--- src/rtl/assert_macros.svh ---
// Assertion macros shared by the RTL of the timed key event queue.
`ifndef ASSERT_MACROS_SVH
`define ASSERT_MACROS_SVH

// The antecedent implies the consequent in the same cycle.
`define ASSERT_IMPLIES(label, clk, rst, ante, cons) \
   label: assert property (@(posedge clk) disable iff (rst) (ante) |-> (cons)) \
      else $error("assertion failed");

// The antecedent implies the consequent in the next cycle.
`define ASSERT_NEXT(label, clk, rst, ante, cons) \
   label: assert property (@(posedge clk) disable iff (rst) (ante) |=> (cons)) \
      else $error("assertion failed");

`endif

--- src/rtl/tkq_pkg.sv ---
// Types, codes and the route decode function of the timed key event queue.
package tkq_pkg;

   localparam int QUEUE_DEPTH_DEF = 64;

   localparam logic OP_SCHEDULE = 1'b0;
   localparam logic OP_TICK     = 1'b1;

   localparam logic [2:0] KIND_QUEUED     = 3'd0;
   localparam logic [2:0] KIND_SPECIAL    = 3'd1;
   localparam logic [2:0] KIND_DROPPED    = 3'd2;
   localparam logic [2:0] KIND_IDLE       = 3'd3;
   localparam logic [2:0] KIND_DISPATCHED = 3'd4;

   localparam logic [1:0] ACT_NONE   = 2'd0;
   localparam logic [1:0] ACT_BOOT   = 2'd1;
   localparam logic [1:0] ACT_HEADER = 2'd2;

   localparam logic [2:0] TGT_HEADER   = 3'd0;
   localparam logic [2:0] TGT_CONSUMER = 3'd1;
   localparam logic [2:0] TGT_SYSTEM   = 3'd2;
   localparam logic [2:0] TGT_USB      = 3'd3;
   localparam logic [2:0] TGT_SERIAL   = 3'd4;
   localparam logic [2:0] TGT_NONE     = 3'd5;

   localparam logic [1:0] PATH_USB    = 2'd0;
   localparam logic [1:0] PATH_SERIAL = 2'd1;

   localparam logic CSR_EVENT_DELAY = 1'b0;
   localparam logic CSR_OUTPUT_PATH = 1'b1;

   localparam logic [7:0] CODE_SPECIAL_END = 8'd4;
   localparam logic [7:0] CODE_BOOT        = 8'd2;
   localparam logic [7:0] CODE_HEADER      = 8'd3;
   localparam logic [7:0] CODE_CONSUMER_LO = 8'he8;
   localparam logic [7:0] CODE_SYSTEM_LO   = 8'ha5;
   localparam logic [7:0] CODE_SYSTEM_HI   = 8'ha7;
   localparam logic [7:0] CODE_LAYER_MASK  = 8'hf8;
   localparam logic [7:0] CODE_LAYER_VAL   = 8'ha8;

   typedef struct packed {
      logic        op;
      logic [31:0] due_time;
      logic        released;
      logic [6:0]  other_flags;
      logic [7:0]  key_code;
      logic [31:0] now;
   } req_type;

   typedef struct packed {
      logic [2:0]  result_kind;
      logic [1:0]  special_action;
      logic [2:0]  target;
      logic [7:0]  out_code;
      logic [31:0] out_time;
      logic        out_released;
      logic [6:0]  out_other_flags;
      logic        keypress_notify;
   } rsp_type;

   typedef struct packed {
      logic [31:0] due_time;
      logic        released;
      logic [6:0]  other_flags;
      logic [7:0]  key_code;
   } slot_type;

   // Route of a dispatched event by its code and the configured report path.
   function automatic logic [2:0] target_of(input logic [7:0] code, input logic [1:0] path);
      logic [2:0] t;
      if (code < CODE_SPECIAL_END) begin
         t = TGT_HEADER;
      end else if (code >= CODE_CONSUMER_LO) begin
         t = TGT_CONSUMER;
      end else if (code >= CODE_SYSTEM_LO && code <= CODE_SYSTEM_HI) begin
         t = TGT_SYSTEM;
      end else if (path == PATH_USB) begin
         t = TGT_USB;
      end else if (path == PATH_SERIAL) begin
         t = TGT_SERIAL;
      end else begin
         t = TGT_NONE;
      end
      return t;
   endfunction

endpackage

--- src/rtl/tkq_slot_ram.sv ---
// Event slot memory: one write port, one read port with registered data.
module tkq_slot_ram #(
   parameter int QUEUE_DEPTH = tkq_pkg::QUEUE_DEPTH_DEF
) (
   input  logic                           clock,
   input  logic                           wr_en,
   input  logic [$clog2(QUEUE_DEPTH)-1:0] wr_addr,
   input  tkq_pkg::slot_type              wr_data,
   input  logic [$clog2(QUEUE_DEPTH)-1:0] rd_addr,
   output tkq_pkg::slot_type              rd_data
);
   tkq_pkg::slot_type mem [QUEUE_DEPTH];

   always_ff @(posedge clock) begin
      if (wr_en) begin
         mem[wr_addr] <= wr_data;
      end
      rd_data <= mem[rd_addr];
   end
endmodule

--- src/rtl/timed_key_event_queue.sv ---
// Timed key event queue: a ring of timestamped key events with a dispatching tick.
//
// A request is taken when start is high and busy is low; each request gives exactly one
// result, shown for one cycle with rsp_strobe, which the receiver must take then as it cannot
// stall the block. Special, layer-modifier and cooldown requests answer in the cycle after
// acceptance and leave busy low. Storing an event probes the valid bits in turn from the slot
// after the tail, at most QUEUE_DEPTH of them. A tick that finds no cooldown first skips the
// freed slots at the head, then starts the scan and examines each slot in ST_RD and then
// ST_CHK, as each slot time comes from the memory in the cycle after its address. The slots
// skipped and examined together never exceed QUEUE_DEPTH. Valid bits reset at once.
`include "assert_macros.svh"

module timed_key_event_queue #(
   parameter int QUEUE_DEPTH = tkq_pkg::QUEUE_DEPTH_DEF
) (
   input  logic             clock,
   input  logic             reset,
   input  logic             start,
   output logic             busy,
   input  tkq_pkg::req_type req,
   input  logic             csr_we,
   input  logic             csr_index,
   input  logic [15:0]      csr_data,
   output logic             rsp_strobe,
   output tkq_pkg::rsp_type rsp
);
   localparam int IDX_W = $clog2(QUEUE_DEPTH);
   localparam logic [IDX_W-1:0] LAST_IDX = IDX_W'(QUEUE_DEPTH - 1);

   typedef enum logic [4:0] {
      ST_IDLE  = 5'b00001,
      ST_SCHED = 5'b00010,
      ST_HEAD  = 5'b00100,
      ST_RD    = 5'b01000,
      ST_CHK   = 5'b10000
   } state_type;

   state_type            state_ff, state_in;
   tkq_pkg::req_type     cur_ff, cur_in;
   logic [IDX_W-1:0]     pos_ff, pos_in;
   logic [IDX_W-1:0]     cnt_ff, cnt_in;
   logic [IDX_W-1:0]     head_ff, head_in;
   logic [IDX_W-1:0]     tail_ff, tail_in;
   logic [15:0]          cool_ff, cool_in;
   logic [15:0]          delay_ff, delay_in;
   logic [1:0]           path_ff, path_in;
   logic [QUEUE_DEPTH-1:0] valid_ff, valid_in;
   tkq_pkg::rsp_type     rsp_ff, rsp_in;
   logic                 strobe_ff, strobe_in;

   logic                 ram_we;
   tkq_pkg::slot_type    ram_wdata, ram_rdata;

   function automatic logic [IDX_W-1:0] ring_next(input logic [IDX_W-1:0] i);
      return (i == LAST_IDX) ? '0 : i + 1'b1;
   endfunction

   function automatic tkq_pkg::rsp_type echo(input tkq_pkg::req_type r, input logic [2:0] kind,
                                             input logic [1:0] act);
      tkq_pkg::rsp_type o;
      o.result_kind     = kind;
      o.special_action  = act;
      o.target          = tkq_pkg::TGT_NONE;
      o.out_code        = r.key_code;
      o.out_time        = r.due_time;
      o.out_released    = r.released;
      o.out_other_flags = r.other_flags;
      o.keypress_notify = 1'b0;
      return o;
   endfunction

   function automatic tkq_pkg::rsp_type idle_rsp();
      tkq_pkg::rsp_type o;
      o             = '0;
      o.result_kind = tkq_pkg::KIND_IDLE;
      o.target      = tkq_pkg::TGT_NONE;
      return o;
   endfunction

   tkq_slot_ram #(.QUEUE_DEPTH(QUEUE_DEPTH)) u_ram (
      .clock   (clock),
      .wr_en   (ram_we),
      .wr_addr (pos_ff),
      .wr_data (ram_wdata),
      .rd_addr (pos_ff),
      .rd_data (ram_rdata)
   );

   assign ram_wdata.due_time    = cur_ff.due_time;
   assign ram_wdata.released    = cur_ff.released;
   assign ram_wdata.other_flags = cur_ff.other_flags;
   assign ram_wdata.key_code    = cur_ff.key_code;

   always_comb begin
      logic [1:0] act;
      logic       drel;
      state_in  = state_ff;
      cur_in    = cur_ff;
      pos_in    = pos_ff;
      cnt_in    = cnt_ff;
      head_in   = head_ff;
      tail_in   = tail_ff;
      cool_in   = cool_ff;
      valid_in  = valid_ff;
      rsp_in    = rsp_ff;
      strobe_in = 1'b0;
      ram_we    = 1'b0;
      act       = tkq_pkg::ACT_NONE;
      drel      = 1'b0;
      delay_in  = (csr_we && csr_index == tkq_pkg::CSR_EVENT_DELAY) ? csr_data : delay_ff;
      path_in   = (csr_we && csr_index == tkq_pkg::CSR_OUTPUT_PATH) ? csr_data[1:0] : path_ff;

      case (state_ff)
         ST_IDLE: begin
            if (start) begin
               cur_in = req;
               if (req.op == tkq_pkg::OP_SCHEDULE) begin
                  if (req.key_code < tkq_pkg::CODE_SPECIAL_END) begin
                     if (req.key_code == tkq_pkg::CODE_BOOT) begin
                        act = tkq_pkg::ACT_BOOT;
                     end else if (req.key_code == tkq_pkg::CODE_HEADER) begin
                        act = tkq_pkg::ACT_HEADER;
                     end
                     strobe_in = 1'b1;
                     rsp_in = req.released ? echo(req, tkq_pkg::KIND_DROPPED, tkq_pkg::ACT_NONE)
                                           : echo(req, tkq_pkg::KIND_SPECIAL, act);
                  end else if ((req.key_code & tkq_pkg::CODE_LAYER_MASK)
                               == tkq_pkg::CODE_LAYER_VAL) begin
                     strobe_in = 1'b1;
                     rsp_in    = echo(req, tkq_pkg::KIND_DROPPED, tkq_pkg::ACT_NONE);
                  end else begin
                     pos_in   = ring_next(tail_ff);
                     cnt_in   = '0;
                     state_in = ST_SCHED;
                  end
               end else if (cool_ff != 16'd0) begin
                  cool_in   = cool_ff - 16'd1;
                  strobe_in = 1'b1;
                  rsp_in    = idle_rsp();
               end else begin
                  state_in = ST_HEAD;
               end
            end
         end
         ST_SCHED: begin
            if (!valid_ff[pos_ff]) begin
               valid_in[pos_ff] = 1'b1;
               ram_we    = 1'b1;
               tail_in   = pos_ff;
               strobe_in = 1'b1;
               rsp_in    = echo(cur_ff, tkq_pkg::KIND_QUEUED, tkq_pkg::ACT_NONE);
               state_in  = ST_IDLE;
            end else if (cnt_ff == LAST_IDX) begin
               strobe_in = 1'b1;
               rsp_in    = echo(cur_ff, tkq_pkg::KIND_DROPPED, tkq_pkg::ACT_NONE);
               state_in  = ST_IDLE;
            end else begin
               pos_in = ring_next(pos_ff);
               cnt_in = cnt_ff + 1'b1;
            end
         end
         ST_HEAD: begin
            if (head_ff == tail_ff || valid_ff[head_ff]) begin
               pos_in   = head_ff;
               state_in = ST_RD;
            end else begin
               head_in = ring_next(head_ff);
            end
         end
         ST_RD: begin
            state_in = ST_CHK;
         end
         ST_CHK: begin
            if (valid_ff[pos_ff] && ram_rdata.due_time <= cur_ff.now) begin
               drel = ram_rdata.released || (ram_rdata.key_code < tkq_pkg::CODE_SPECIAL_END);
               rsp_in.result_kind     = tkq_pkg::KIND_DISPATCHED;
               rsp_in.special_action  = tkq_pkg::ACT_NONE;
               rsp_in.target          = tkq_pkg::target_of(ram_rdata.key_code, path_ff);
               rsp_in.out_code        = ram_rdata.key_code;
               rsp_in.out_time        = ram_rdata.due_time;
               rsp_in.out_released    = drel;
               rsp_in.out_other_flags = ram_rdata.other_flags;
               rsp_in.keypress_notify = !drel;
               if (!drel) begin
                  cool_in = delay_ff;
               end
               valid_in[pos_ff] = 1'b0;
               strobe_in = 1'b1;
               state_in  = ST_IDLE;
            end else if (pos_ff == tail_ff) begin
               strobe_in = 1'b1;
               rsp_in    = idle_rsp();
               state_in  = ST_IDLE;
            end else begin
               pos_in   = ring_next(pos_ff);
               state_in = ST_RD;
            end
         end
         default: begin
            state_in = ST_IDLE;
         end
      endcase
   end

   always_ff @(posedge clock) begin
      if (reset) begin
         state_ff  <= ST_IDLE;
         head_ff   <= '0;
         tail_ff   <= '0;
         cool_ff   <= '0;
         delay_ff  <= '0;
         path_ff   <= '0;
         valid_ff  <= '0;
         strobe_ff <= 1'b0;
      end else begin
         state_ff  <= state_in;
         head_ff   <= head_in;
         tail_ff   <= tail_in;
         cool_ff   <= cool_in;
         delay_ff  <= delay_in;
         path_ff   <= path_in;
         valid_ff  <= valid_in;
         strobe_ff <= strobe_in;
      end
      cur_ff <= cur_in;
      pos_ff <= pos_in;
      cnt_ff <= cnt_in;
      rsp_ff <= rsp_in;
   end

   assign busy       = (state_ff != ST_IDLE);
   assign rsp_strobe = strobe_ff;
   assign rsp        = rsp_ff;

   // An accepted request either answers next cycle or keeps the block busy.
   `ASSERT_NEXT(a_accept_progress, clock, reset, start && !busy, busy || rsp_strobe)
   // A queued event leaves the tail on a valid slot.
   `ASSERT_IMPLIES(a_queued_tail_valid, clock, reset,
      rsp_strobe && rsp.result_kind == tkq_pkg::KIND_QUEUED, valid_ff[tail_ff])
   // A dispatched press has just reloaded the cooldown.
   `ASSERT_IMPLIES(a_notify_cooldown, clock, reset,
      rsp_strobe && rsp.keypress_notify, cool_ff == delay_ff)
endmodule

--- config.mk ---
export PLATFORM = sky130hd
export DESIGN_NAME = timed_key_event_queue
export DESIGN_NICKNAME = d
export VERILOG_FILES = /design/src/rtl/tkq_pkg.sv /design/src/rtl/tkq_slot_ram.sv /design/src/rtl/timed_key_event_queue.sv
export VERILOG_INCLUDE_DIRS = /design/src /design/src/rtl
export SDC_FILE = /design/constraint.sdc
export NUM_CORES = 2
export LEC_CHECK = 0
export BUFFER_PORTS_ARGS = -buffer_cell sky130_fd_sc_hd__buf_2
export CAP_MARGIN = 20
export CORE_MARGIN = 10
export CORE_UTILIZATION = 35
export DETAILED_ROUTE_END_ITERATION = 6
export PLACE_DENSITY_LB_ADDON = 0.3
export SYNTH_ARGS = -nofsm -noshare
export SYNTH_HDL_FRONTEND = slang
export SYNTH_HIERARCHICAL = 1
export SYNTH_SLANG_ARGS = --single-unit
--- constraint.sdc ---
create_clock -name clock -period 17.6 [get_ports clock]
set_input_delay 1.76 -clock clock [delete_from_list [all_inputs] [get_ports clock]]
set_output_delay 1.76 -clock clock [all_outputs]
set_load 0.01 [all_outputs]
# After elaboration in Yosys (flattened, before gate mapping)
# Memories as Yosys holds them, arrays and structs flattened. A register that Yosys moved wholly into a read port is not among the register bits.
# Index checks and enable logic that the tools add are counted.
[word_totals]
register_bits = 265
latchBits = 0
n_memories = 1
romBits = 0
inputBits = 102
wordCells = 183
ramBits = 3072
[op_classes]
n_mul = 0
magnitude_cmp = 9
n_reduce_logical = 24
bitwise = 6
div = 0
eq_ne = 37
addsub = 5
mux = 78
n_shift = 0
[memory_table]
columns = ["name", "words", "width", "read_ports", "rd_ports_with_merged_regs", "write_ports", "line", "rtl"]
rows = [
  ["u_ram.mem", 64, 48, 1, 1, 1, "tkq_slot_ram.sv:12", "tkq_pkg::slot_type mem [QUEUE_DEPTH];"],
]
[op_table]
columns = ["operator", "n"]
rows = [
  ["57-bit 2-to-1 mux", 9],
  ["57-bit one-hot mux with 3 select lines", 1],
  ["64-bit 2-to-1 mux", 2],
  ["64-bit one-hot mux with 2 select lines", 1],
  ["6-bit 2-to-1 mux", 18],
  ["16-bit 2-to-1 mux", 5],
  ["64-bit bitwise AND", 1],
  ["64-bit NOT", 1],
  ["64-bit bitwise OR", 1],
  ["56-bit 2-to-1 mux", 1],
  ["5-bit 2-to-1 mux", 8],
  ["32-bit less-or-equal comparator", 1],
  ["16-bit one-hot mux with 2 select lines", 1],
  ["2-bit != test (second input constant)", 14],
  ["5-bit one-hot mux with 5 select lines", 1],
  ["6-bit by 1-bit adder with 6-bit output (second input constant)", 4],
  ["6-bit equality test (second input constant)", 4],
  ["6-bit one-hot mux with 4 select lines", 1],
  ["3-bit != test (second input constant)", 6],
  ["6-bit AND reduction", 3],
  ["1-bit 2-to-1 mux", 17],
  ["8-bit by 2-bit equality test with 1-bit output (second input constant)", 2],
  ["8-bit >= comparator (second input constant)", 2],
  ["8-bit by 3-bit < comparator with 1-bit output (second input constant)", 2],
  ["other kinds (33)", 53],
]

# Logic depth before layout (Yosys ltp)
[logic_depth]
depth_word = 8
ltp_mapped = 12
depth_no_buf = 9

# Hierarchy
# The synthesis kept the hierarchy.
[by_module_without_submodules]
columns = ["module", "n_inst", "area_per_inst_um2", "cells_each"]
rows = [
  ["tkq_slot_ram", 1, 118034.5, 5234],
  ["timed_key_event_queue", 1, 13331.5, 1258],
]

# Worst setup path after synthesis
# No wires, ideal clock.
[synth_timing]
kind = "input to register"
from = "input start"
to = "register rsp_ff, in the netlist rsp[0] (enable)"
path_buffers = 0
cell_stages = 3
setup_slack_ps = 9197
t_arrival_ps = 7860
required_ps = 17058
setup_ps = 542
cell_sequence = "and2_1 > a21oi_1 > nor3_1"
[synth_via]
elab_chain_cells = 2
[synth_rtl]
columns = ["item", "line", "rtl"]
rows = [
  ["start: declaration", "timed_key_event_queue.sv:18", "input logic start,"],
  ["2-bit != test (no source line)", "n/a", ""],
  ["6-bit AND reduction (no source line)", "n/a", ""],
  ["end signal: assignment", "timed_key_event_queue.sv:228", "rsp_ff <= rsp_in;"],
  ["end: declaration", "timed_key_event_queue.sv:48", "tkq_pkg::rsp_type rsp_ff, rsp_in;"],
]
# No other way between the ends.
# A chain may end at the register's enable or synchronous reset.

# Worst setup path after layout
[layout_timing]
from = "register pos_ff[2]"
to = "memory u_ram/mem[49][13] in the netlist's numbering (enable)"
[layout_via]
elab_chain_cells = 6
[layout_rtl]
columns = ["item", "line", "rtl"]
rows = [
  ["start: declaration", "timed_key_event_queue.sv:40", "logic [IDX_W-1:0] pos_ff, pos_in;"],
  ["start signal: assignment", "timed_key_event_queue.sv:226", "pos_ff <= pos_in;"],
  ["1-bit binary-select mux with 6-bit select", "timed_key_event_queue.sv:146", "if (!valid_ff[pos_ff]) begin"],
  ["1-bit 2-to-1 mux (not written as such)", "timed_key_event_queue.sv:146", ""],
  ["1-bit 2-to-1 mux", "timed_key_event_queue.sv:146", ""],
  ["1-bit 2-to-1 mux", "timed_key_event_queue.sv:113", "case (state_ff)"],
  ["1-bit 2-to-1 mux", "tkq_slot_ram.sv:15", "if (wr_en) begin"],
  ["1-bit 2-to-1 mux (not written as such)", "tkq_slot_ram.sv:16", "mem[wr_addr] <= wr_data;"],
  ["end: declaration", "tkq_slot_ram.sv:12", ""],
]
# Parallel ways exist; a longest one is shown, timed or not. The select of a mux whose other input is x is not followed.

==> results.txt <==
----------------------------------------------------
[STA]
  Final-layout setup total negative slack ... 0 ps
  Number of hold violations in the final report ... 0
  Worst max-slew margin expressed relative to the limit ... 0.180
  WHS ... 464 ps
  Final cycle utilization of the critical path ... 0.369
  Min Clock Period, post-route ... 6490 ps
  Pin slew with the least headroom to its limit ... 1230 ps
  Peak Freq ... 154 MHz
  Final number of max-transition violations ... 0
  Final setup violating endpoints ... 0
  RSZ-0062 raised after global routing ... false
  Final setup skew ... 57.0 ps

[Route]
  Initial drt markers ... 8804
  Total DRC errors in the routed layout ... 0
  WL/cell ... 33.4 um
  Via Count ... 70600
  Routed vias/inst ... 5.85
  Count of nets left with antenna violations after detail routing ... 0
  First drt pass iteration count ... 6
  Routed wire length ... 403 mm

[Floorplanning]
  Number of I/O pins ... 161
  Die area ... 0.400 mm^2
  Horizontal die dimension ... 633 um
  Starting density of the core ... 0.352
  Number of placement rows ... 224
  Core area ... 0.373 mm^2
  Die extent in y ... 633 um

[Clock tree]
  TritonCTS clock tree ... yes
  Maximum buffer depth of the clock tree ... 4
  Cell chosen for the clock root ... sky130_fd_sc_hd__clkbuf_16
  Clock buffers created by TritonCTS ... 342
  Hold-fix buffers, CTS ... 0
  Setup repair bufs after CTS ... 0
  Worst skew pair latency ... 900 ps
  Clock sinks ... 3385
  Clock slew at reported path FFs ... 60 ps
  Resized Gates After CTS ... 0
  Number of H-tree levels ... 5

[Power]
  Power consumption ... 19800 uW
  Leakage component of the power ... 0.0475 uW
  Power density over the cells ... 132 mW/mm^2
  IR Drop Worst-Case VDD ... 82.1 uV

[GRT]
  GRT overflow ... 0
  Largest net degree at the start of global routing ... 119
  Global-route wire length before repair ... 560 mm
  Initial antenna violation count ... 46
  Overall Global Routing Usage ... 0.195
  Vias in the first global route ... 69500

[Layout]
  Relative area change from synthesis to final layout ... 14.1%
  Final-stage net count ... 6957
  Non-filler instance count after layout ... 12100
  Post-Layout Inst Area ... 0.150 mm^2
  Share of cells above drive strength 1 ... 0.248

[Setup path]
  Worst setup EP type ... flop
  Required time of the critical path ... 18110 ps
  End point of the critical path ... u_ram/mem[49][13]
  Data arrival, critical path ... 7000 ps
  List of cells traversed by the critical path ... buf_12 > nand3b_1 > a21boi_0 > o41ai_1 > o2111ai_2 > nor4_4 > buf_4 > nand3_1 > nor2_4 > buf_4
  Max Fanout on Critical Path ... 98
  R2r startpoint ... pos_ff[2]
  Worst path max stage delay ... 1150 ps
  CP startpoint kind ... flop
  Library cell contributing the largest single delay on the critical path ... sky130_fd_sc_hd__nor2_4
  R2r worst-path depth ... 10
  Crit Reg-Reg Endpoint ... u_ram/mem[49][13]
  Setup slack of the worst register-to-register path ... 11110 ps
  Top cell by count, worst path ... sky130_fd_sc_hd__buf_4
  Worst setup path startpoint ... pos_ff[2]
  Start-to-end type of the worst setup path ... reg -> reg

[Placement]
  Placed Instances ... 11400
  Placed wire-length estimate after detailed placement ... 239 mm
  IO buf count ... 160
  Area of placed instances ... 0.139 mm^2
  Global placer's final weighted congestion ... 0.817

[Yosys]
  Library cell with the largest summed area after synthesis ... sky130_fd_sc_hd__edfxtp_1
  Mean Syn Cell Area ... 20.2 um^2
  Count of synthesis-stage warnings from yosys ... 6
  Number of unique standard cell types used by synthesis ... 80
  Post-synth EDFFs ... 3221
  Post-synth ARST share ... 0
  Cell area after synthesis ... 0.131 mm^2
  Flip-flop and latch count after synthesis ... 3385
  Register area share after synthesis ... 0.761
  Post-synth net total ... 6631
  Cell types with the largest area share after synthesis ... sky130_fd_sc_hd__edfxtp_1, sky130_fd_sc_hd__mux4_2, sky130_fd_sc_hd__dfxtp_1
  Most instantiated flip-flop cell in the synthesis netlist ... sky130_fd_sc_hd__edfxtp_1
  Gate count after technology mapping ... 6492
  Portion of synthesized cell area occupied by the leading cell type ... 0.736

[Job]
  Max-cap check violation count ... 0

[Status]
  Run status ... complete, no violations

[Worst hold path]
  Worst hold path class ... reg -> reg

----------------------------------------------------
worst max-delay path, delay by kind of cell (launching register included):
kind / cells / cell delay, ps
and+or+nand+nor: 4 / 2490
DFF: 1 / 710
AOI/OAI and AO/OA: 3 / 900
buffers and inverters: 3 / 1850
cell usage after synthesis (all sizes together) (12+ instances only):
cell type / count
nand3b: 21
nand3: 130
o31ai: 12
xor2: 14
xnor2: 12
a311o: 18
a211oi: 108
nand2: 187
a22o: 46
a22oi: 96
clkbuf: 184
edfxtp: 3221
nor2: 191
nor3: 22
nand4: 74
o221ai: 42
dfxtp: 164
a21oi: 77
mux2: 71
o21ai: 42
o22a: 17
nor4: 15
nor2b: 39
o22ai: 144
nand2b: 15
buf: 231
a221o: 29
and2: 13
inv: 47
a31oi: 66
ha: 37
mux2i: 213
a21o: 51
mux4: 696
and3: 31
o211ai: 23
registers in the layout, summed over array words and instances (netlist names), named ones only:
name / count
u_ram/rd_data: 48
rsp: 57
state_ff: 5
path_ff: 2
u_ram/mem: 3072
delay_ff: 16
pos_ff: 6
head_ff: 6
cur_ff: 80
rsp_strobe: 1
cnt_ff: 6
tail_ff: 6
cool_ff: 16
cells in the final DEF, fill, tap and decap left out, types with 46 or more instances in the layout:
cell type	n
sky130_fd_sc_hd__clkinv_2	59
sky130_fd_sc_hd__a22oi_1	96
sky130_fd_sc_hd__nand2_1	184
sky130_fd_sc_hd__clkbuf_16	350
sky130_fd_sc_hd__buf_2	160
sky130_fd_sc_hd__mux2_2	71
sky130_fd_sc_hd__edfxtp_1	3221
sky130_fd_sc_hd__clkbuf_1	66
sky130_fd_sc_hd__inv_1	46
sky130_fd_sc_hd__dfxtp_1	164
sky130_fd_sc_hd__nor2_4	66
sky130_fd_sc_hd__a22o_1	46
sky130_fd_sc_hd__a21o_1	51
sky130_fd_sc_hd__a31oi_1	66
sky130_fd_sc_hd__mux4_2	696
sky130_fd_sc_hd__nand4_1	74
sky130_fd_sc_hd__clkinv_1	69
sky130_fd_sc_hd__buf_4	225
sky130_fd_sc_hd__a21oi_1	77
sky130_fd_sc_hd__a211oi_1	108
sky130_fd_sc_hd__o22ai_1	144
sky130_fd_sc_hd__nand3_1	130
sky130_fd_sc_hd__nor2_1	123
sky130_fd_sc_hd__mux2i_1	213
cell families after synthesis:
logic type                 count (synthesis)  synth area share
buffers and inverters                    462            0.0172
and+or+nand+nor                          782            0.0294
muxes                                    980             0.142
adders and majority gates                 37           0.00352
xor gates and xnor gates                  26           0.00173
DFF                                     3385             0.761
AOI/OAI and AO/OA                        820            0.0452
metrics by stage:
step | utilization | worst slack [ps]
after floorplan | - | 9200
after global placement | 0.372 | 11130
after detailed placement | 0.372 | 11050
after CTS | 0.401 | 11010
after global routing | 0.402 | 10700
final | 0.402 | 11110
report_power, final:
part           switching [uW]  leakage (uW)  total [uW]  internal (uW)
sequential                204        0.0303        9500           9300
clock                    3050       0.00536        7240           4190
combinational            2160        0.0118        3080            922
total                    5410        0.0475       19800          14400
how the worst min path moves through the flow:
stage	to	start	slack, ps	depth (start not counted)
floorplan	delay_ff[1]	delay_ff[1]	440	2
global placement	delay_ff[12]	delay_ff[12]	460	2
detailed placement	delay_ff[13]	delay_ff[13]	460	2
CTS	delay_ff[13]	delay_ff[13]	470	2
global route	delay_ff[15]	delay_ff[15]	490	2
finish	delay_ff[13]	delay_ff[13]	460	2
layout make-up:
cell class	count	area, um^2
antenna	13	32.5
clock buffer	421	9070
clock inverter	195	1910
fill	32700	223000
inverter	47	176
multi-input combinational	2645	29700
sequential	3385	100000
tap	4972	6220
timing repair buffer	397	2740
per-layer routing:
layer,vias to the layer above,global-route usage,wire length (um)
met5,-,0,137
met4,20,0.0580,13400
met3,644,0.0394,39400
met2,3916,0.309,189000
met1,38200,0.273,162000
li1,27800,-,-
Note: power is estimated with default switching activity, not from simulation.
